$ cat config.mk
export PLATFORM = sky130hd
export DESIGN_NAME = preemptive_remaining_time_scheduler_unit
export DESIGN_NICKNAME = d
export VERILOG_FILES = /design/src/rtl/prts_pkg.sv /design/src/rtl/prts_cell.sv /design/src/rtl/preemptive_remaining_time_scheduler_unit.sv
export SDC_FILE = /design/constraint.sdc
export NUM_CORES = 1
export LEC_CHECK = 0
export BUFFER_PORTS_ARGS = -buffer_cell sky130_fd_sc_hd__buf_4
export CAP_MARGIN = 20
export CORE_MARGIN = 3
export CORE_UTILIZATION = 50
export CTS_CLUSTER_DIAMETER = 30
export DETAILED_ROUTE_END_ITERATION = 8
export GPL_TIMING_DRIVEN = 0
export PLACE_DENSITY = 0.76
export SLEW_MARGIN = 20
export SYNTH_ARGS = -nofsm -noshare
export SYNTH_HDL_FRONTEND = slang
export SYNTH_SLANG_ARGS = --single-unit
$ cat constraint.sdc
create_clock -name clk -period 82.4 [get_ports clk]
set_clock_uncertainty 0.1 [all_clocks]
set_input_delay 16.48 -clock clk [delete_from_list [all_inputs] [get_ports clk]]
set_output_delay 16.48 -clock clk [all_outputs]
set_load 0.1 [all_outputs]
$ cat src/rtl/prts_pkg.sv
// ----------------------------------------------------------------------------
// prts_pkg: shared types and codes for the remaining-time scheduler
// Event and state codes, the slot record that travels along the chain, the scan candidate, and widths.
// ----------------------------------------------------------------------------
package prts_pkg;

  localparam int IdW   = 8;
  localparam int TimeW = 16;
  localparam logic [TimeW-1:0] TimeMax = '1;

  // operation field of an input item
  localparam logic OP_ADD  = 1'b0;
  localparam logic OP_TICK = 1'b1;

  typedef enum logic [2:0] {
    EV_ADDED    = 3'd0,
    EV_REJECTED = 3'd1,
    EV_IDLE     = 3'd2,
    EV_RAN      = 3'd3,
    EV_FINISHED = 3'd4
  } event_t;

  typedef enum logic [1:0] {
    ST_IDLE,
    ST_SCAN,
    ST_APPLY,
    ST_OUT
  } state_t;

  // best candidate seen so far as the scan passes down the chain
  typedef struct packed {
    logic             found;
    logic [IdW-1:0]   ident;
    logic [TimeW-1:0] arrival;
    logic [TimeW-1:0] burst;
    logic [TimeW-1:0] left;
    logic [TimeW-1:0] first_run;
    logic             started;
  } cand_t;

  // one slot's view in the circulating chain
  typedef struct packed {
    logic             valid;
    logic             done;
    logic             started;
    logic [IdW-1:0]   ident;
    logic [TimeW-1:0] arrival;
    logic [TimeW-1:0] burst;
    logic [TimeW-1:0] left;
    logic [TimeW-1:0] first_run;
  } slot_t;

endpackage

$ cat src/rtl/prts_cell.sv
// ----------------------------------------------------------------------------
// prts_cell: one task slot in the circulating chain
// Holds one slot record and passes it to its neighbor when shift is high.
// ----------------------------------------------------------------------------
module prts_cell
  import prts_pkg::*;
(
  input  logic  clk,
  input  logic  rst,
  input  logic  shift,
  input  slot_t din,
  output slot_t dout
);

  slot_t slot;

  always_ff @(posedge clk) begin
    if (rst) begin
      slot.valid   <= 1'b0;
      slot.done    <= 1'b0;
      slot.started <= 1'b0;
    end else if (shift) begin
      slot <= din;
    end
  end

  assign dout = slot;

endmodule

$ cat src/rtl/preemptive_remaining_time_scheduler_unit.sv
// ----------------------------------------------------------------------------
// preemptive_remaining_time_scheduler_unit: remaining-time task scheduler
// Task table in a ring of slot cells with a tick clock.
// ----------------------------------------------------------------------------
// The MAX_TASKS slots sit in a ring of cells that rotates one place a cycle
// while an item is scanned or applied. Every item, add or tick, takes one
// full turn of the ring to compare each slot at the ring head against the
// best candidate, a second full turn to rewrite the chosen slot as it passes
// the head, and then loads its result into the output register; the next
// item is taken only after that result is loaded. An add takes the first
// free slot in ring order, which is slot order because the ring always
// returns home. The output register holds a result until it is taken; the
// next item runs its two turns meanwhile and waits before loading its own
// result while the earlier one is still held.
module preemptive_remaining_time_scheduler_unit
  import prts_pkg::*;
#(
  parameter int MAX_TASKS = 16
) (
  input  logic             clk,
  input  logic             rst,
  input  logic             cfg_we,
  input  logic             cfg_wdata,
  input  logic             in_valid,
  output logic             in_ready,
  input  logic             operation,
  input  logic [IdW-1:0]   task_id,
  input  logic [TimeW-1:0] arrival_time,
  input  logic [TimeW-1:0] burst_time,
  output logic             out_valid,
  input  logic             out_ready,
  output logic [2:0]       event_res,
  output logic [IdW-1:0]   running_id,
  output logic [TimeW-1:0] time_now,
  output logic [TimeW-1:0] turnaround,
  output logic [TimeW-1:0] waiting,
  output logic [TimeW-1:0] response
);

  localparam int PosW = $clog2(MAX_TASKS);

  state_t state, state_next;
  logic longest_mode;
  logic [TimeW-1:0] clock_count;
  logic op_r;
  logic [IdW-1:0] id_r;
  logic [TimeW-1:0] at_r, bt_r;
  logic [PosW-1:0] cnt;
  cand_t best;
  logic [PosW-1:0] best_pos, free_pos;
  logic free_found;
  logic shift;
  logic out_fire;

  slot_t ring [MAX_TASKS];
  slot_t head_new;

  // head of ring is cell 0; cell i feeds cell i-1, cell 0 wraps to last
  genvar g;
  generate
    for (g = 0; g < MAX_TASKS; g++) begin : g_cell
      slot_t din_g;
      if (g == MAX_TASKS - 1) begin : g_wrap
        assign din_g = head_new;
      end else begin : g_mid
        assign din_g = ring[g+1];
      end
      prts_cell u_cell (.clk(clk), .rst(rst), .shift(shift), .din(din_g), .dout(ring[g]));
    end
  endgenerate

  slot_t head;
  assign head = ring[0];
  logic [PosW-1:0] pos;
  assign pos = cnt;

  logic is_tick;
  assign is_tick = (op_r == OP_TICK);

  logic elig, beats;
  always_comb begin
    elig = head.valid && !head.done && (head.left != '0) && (head.arrival <= clock_count);
    if (!best.found) beats = 1'b1;
    else if (head.left != best.left)
      beats = longest_mode ? (head.left > best.left) : (head.left < best.left);
    else if (head.arrival != best.arrival) beats = head.arrival < best.arrival;
    else beats = head.ident < best.ident;
  end

  // during the apply turn the chosen slot is rewritten as it passes the head
  logic apply_pass;
  logic add_ok;
  assign add_ok = free_found && (bt_r != '0);
  logic [TimeW-1:0] left_dec;
  assign left_dec = best.left - 1'b1;

  always_comb begin
    head_new = head;
    if (apply_pass && pos == (is_tick ? best_pos : free_pos)) begin
      if (!is_tick && add_ok) begin
        head_new.valid     = 1'b1;
        head_new.done      = 1'b0;
        head_new.started   = 1'b0;
        head_new.ident     = id_r;
        head_new.arrival   = at_r;
        head_new.burst     = bt_r;
        head_new.left      = bt_r;
        head_new.first_run = '0;
      end else if (is_tick && best.found) begin
        head_new.left = left_dec;
        if (!best.started) begin
          head_new.started   = 1'b1;
          head_new.first_run = clock_count;
        end
        if (left_dec == '0) head_new.done = 1'b1;
      end
    end
  end

  // scan turn and apply turn share the counter; ST_SCAN then ST_APPLY
  logic cnt_last;
  assign cnt_last = (cnt == PosW'(MAX_TASKS - 1));

  always_comb begin
    state_next = state;
    shift      = 1'b0;
    apply_pass = 1'b0;
    in_ready   = 1'b0;
    out_fire   = 1'b0;
    unique case (state)
      ST_IDLE: begin
        in_ready = 1'b1;
        if (in_valid) state_next = ST_SCAN;
      end
      ST_SCAN: begin
        shift = 1'b1;
        if (cnt_last) state_next = ST_APPLY;
      end
      ST_APPLY: begin
        shift      = 1'b1;
        apply_pass = 1'b1;
        if (cnt_last) state_next = ST_OUT;
      end
      // hold until the output register is free
      ST_OUT: begin
        out_fire = !out_valid || out_ready;
        if (out_fire) state_next = ST_IDLE;
      end
      default: state_next = ST_IDLE;
    endcase
  end

  always_ff @(posedge clk) begin
    if (rst) state <= ST_IDLE;
    else     state <= state_next;
  end

  always_ff @(posedge clk) begin
    if (rst) longest_mode <= 1'b0;
    else if (cfg_we) longest_mode <= cfg_wdata;
  end

  always_ff @(posedge clk) begin
    if (state == ST_IDLE || cnt_last) cnt <= '0;
    else if (shift) cnt <= cnt + 1'b1;
  end

  always_ff @(posedge clk) begin
    if (in_valid && in_ready) begin
      op_r <= operation;
      id_r <= task_id;
      at_r <= arrival_time;
      bt_r <= burst_time;
    end
  end

  always_ff @(posedge clk) begin
    if (rst) begin
      best.found <= 1'b0;
      free_found <= 1'b0;
    end else if (state == ST_IDLE) begin
      best.found <= 1'b0;
      free_found <= 1'b0;
    end else if (state == ST_SCAN) begin
      if (elig && beats) begin
        best.found     <= 1'b1;
        best.ident     <= head.ident;
        best.arrival   <= head.arrival;
        best.burst     <= head.burst;
        best.left      <= head.left;
        best.first_run <= head.first_run;
        best.started   <= head.started;
        best_pos       <= pos;
      end
      if (!free_found && (!head.valid || head.done)) begin
        free_found <= 1'b1;
        free_pos   <= pos;
      end
    end
  end

  // result and clock update when the result is loaded in ST_OUT, after the apply turn
  logic [TimeW-1:0] clk_inc, tat, fr;
  assign clk_inc = (clock_count == TimeMax) ? clock_count : clock_count + 1'b1;
  assign tat = clk_inc - best.arrival;
  assign fr  = best.started ? best.first_run : clock_count;

  event_t           ev_next;
  logic [IdW-1:0]   id_next;
  logic [TimeW-1:0] tat_next, wt_next, rt_next;

  always_comb begin
    ev_next  = EV_RAN;
    id_next  = best.ident;
    tat_next = '0;
    wt_next  = '0;
    rt_next  = '0;
    if (!is_tick) begin
      ev_next = add_ok ? EV_ADDED : EV_REJECTED;
      id_next = id_r;
    end else if (!best.found) begin
      ev_next = EV_IDLE;
      id_next = '0;
    end else if (best.left == TimeW'(1)) begin
      ev_next  = EV_FINISHED;
      tat_next = tat;
      wt_next  = (tat >= best.burst) ? tat - best.burst : '0;
      rt_next  = fr - best.arrival;
    end
  end

  always_ff @(posedge clk) begin
    if (rst) begin
      clock_count <= '0;
      out_valid   <= 1'b0;
    end else if (out_fire) begin
      out_valid <= 1'b1;
      if (is_tick) clock_count <= clk_inc;
    end else if (out_valid && out_ready) begin
      out_valid <= 1'b0;
    end
  end

  always_ff @(posedge clk) begin
    if (out_fire) begin
      event_res  <= ev_next;
      running_id <= id_next;
      time_now   <= is_tick ? clk_inc : clock_count;
      turnaround <= tat_next;
      waiting    <= wt_next;
      response   <= rt_next;
    end
  end

endmodule

==> impl_metrics.yaml <==
status:
  status: "complete, no violations"
setup_path:
  cp-start-kind: "flip-flop"
  crit_type: "reg -> out"
  crit_required_ns: 65.82
  timing.reg2reg.setup_slack_ns: 75.85
  timing.critical_path.to_type: "output port"
  cp.arrival_ns: 2.04
  cp_max_fo: 7
pwr:
  power.density_nw_per_um2: 38.2
  total_power_mw: 2.32
  ir_drop_mv: 0.0320
  p_leak_nw: 21.2
detailed_routing:
  ant_nets: 0
  vias: 24200
  wl_mm: 102
  dr.pass1.iters: 6
  drc: 0
  wire_per_inst_um: 22.8
  viasPerCell: 5.42
  drt_iter0_drc: 2282
synthesis:
  synth_top_area_share_pct: 81.9
  yosysSeqAreaShare_pct: 84.9
  ys.flop_type: "edfxtp_1"
  ys_types: 62
  syn_nets: 2773
  ys_warn_count: 0
  avgSynthCellArea_um2: 18.9
  syn-instance-count: 2613
  synth-seq-cells: 1423
  netlist_area_um2: 49500
  synth_top_area_cell: "edfxtp_1"
  synth-edff-count: 1349
  async_reset_ff_share_pct: 0
  yosys-top-cells-area: "edfxtp_1, dfxtp_1, ha_1, mux2i_1, nand2_1"
floorplanning:
  die_area_um2: 103000
  io_pins: 124
  fp.dieW_um: 321
  start_util_pct: 50.8
  dieHeight_um: 321
  core_um2: 97400
  rows: 114
finish:
  final_core_utilization_pct: 62.4
  design_area_um2: 60700
  area_growth_pct: 22.8
  nets: 3161
  drive_gt1_share_pct: 18.2
placement:
  dpl-instance-area_um2: 53200
  hpwl_mm: 61.7
  portBuffers: 122
  gp_congestion: 0.889
sta:
  setup_viol: 0
  worst_pin_slew_ns: 0.948
  finalMaxSlewViolations: 0
  fin_crit_ns: 18.62
  rsz0062_at_grt: "false"
  fin_setup_tns_ns: 0
  hold_viol_final: 0
  fmax_mhz: 53.7
  hold_ws_ns: 0.260
  slew-limit-headroom_pct: 36.8
  period_share_pct: 22.6
cts:
  postCtsHoldBufs: 0
  cts.clk_slew.worst_paths_ns: 0.06
  clock_latency_ns: 0.82
  cts_setup_buffers: 0
  cts_buffer_depth: 3
  htree_levels: 4
  root_buffer: "clkbuf_16"
  cts_buffers: 213
  cts_tree: "built"
  cts_resized: 0
  cts.sinks: 1423
grt:
  grt_busiest_layer: "met2"
  overflow: 0
  grt_usage_pct: 19.9
  grt.met3_usage_pct: 4.44
  antenna_found_initial: 3
  grt_first_pass_wirelength_mm: 151
  use_met1_pct: 28.4
  grt_max_degree: 51
  grtUsageMet2_pct: 30.8
  grt_pass1_vias: 24400
job:
  maxCapViolations: 0
hold_path:
  hp-class: "reg -> reg"
[Yosys cell counts (3+ instances only)]
master and n:
o21a_1 18, o31ai_1 5, o2111ai_1 4, nand2_1 167, mux2i_1 75, ha_1 110, clkbuf_1 40, xor2_1 23
xnor2_1 57, nand4_1 28, nor2b_1 17, o31a_1 4, fa_1 3, nand2b_1 14, a21oi_1 65, o211ai_1 6
nor4_1 19, o211a_1 3, a311oi_1 6, a31oi_1 12, buf_1 4, a211oi_1 10, nand3b_1 4, and3_1 14
nor3_1 17, o21ai_0 69, edfxtp_1 1349, o221ai_1 3, inv_1 99, buf_2 9, and2_1 12, o22ai_1 13
a21o_1 22, dfxtp_1 74, nor2_1 167, nand3_1 33, or3_1 5
[final cells by class]
type / count / area, um^2
antenna: 1 / 2.50
buffer: 55 / 233
clock buffer: 229 / 5420
clock inverter: 172 / 2170
fill: 6426 / 36700
inverter: 99 / 372
multi-input combinational: 1036 / 6890
sequential: 1423 / 42000
tap: 1276 / 1600
timing repair buffer: 173 / 2070
[placed cells by master (no fill, tap or decap), types with 21 or more instances in the layout]
cell	count
xor2_1	23
clkbuf_1	54
xnor2_1	57
edfxtp_1	1349
clkinv_4	26
nand2_1	167
ha_1	110
buf_4	122
a21o_1	22
inv_1	99
nand4_1	28
a21oi_1	65
nand3_1	33
bufinv_16	21
o21ai_0	69
clkinvlp_4	24
clkinv_2	21
nor2_1	167
mux2i_1	75
clkbuf_16	214
inv_6	41
dfxtp_1	74
buf_12	31
[cells by family (layout without fill, tap and decap cells)]
kind of cell	after synthesis	in the layout	share of synthesized area [%]
compound gates	259	259	3.29
xor+xnor	80	80	1.42
fa+ha+maj	113	113	2.90
buf+inv	154	728	1.22
flops	1423	1423	84.9
mux	77	77	1.57
other cells	0	1	0
simple gates	507	507	4.69
[critical path: stages (launching register included)]
cell	delay [ns]
dfxtp_1	0.34
inv_1	0.11
ha_1	0.44
buf_4	0.38
[power breakdown]
part	internal (mW)	switching (mW)
combinational	0.0792	0.186
sequential	1.06	0.0680
clock	0.561	0.363
total	1.70	0.618
[metrics by stage]
stage / worst slack, ns / instances
final: 63.78 / 4464
after global routing: 63.70 / 4463
after CTS: 63.75 / 4463
after detailed placement: 63.44 / 4062
after global placement: -6.18 / 4011
after floorplan: 12.23 / 2613
[final timing paths]
| kind | cells past startpoint | end | from |
|---|---|---|---|
| setup / recovery | 3 | in_ready | state[1] |
| hold / removal | 0 | g_cell[9].u_cell.dout[38] | g_cell[10].u_cell.dout[38] |
| setup reg to reg | 19 | waiting[14] | clock_count[4] |
| hold reg to reg | 0 | g_cell[9].u_cell.dout[38] | g_cell[10].u_cell.dout[38] |
[sequential cells by signal, summed over array words and instances, names as in the netlist]
register	flops
id_r	8
event_res	3
state	2
is_tick	1
free_found	1
best	74
free_pos	4
best_pos	4
waiting	16
at_r	16
running_id	8
longest_mode	1
clock_count	16
bt_r	16
time_now	16
out_valid	1
cnt	4
g_cell.u_cell.dout	1200
response	16
turnaround	16
[layer usage]
layer / vias to the layer above / part of all wire (%)
met5: - / 0
met4: 0 / 2.5
met3: 181 / 7.4
met2: 964 / 47
met1: 12200 / 43
li1: 10800 / -
(Power assumes the default switching activity.)
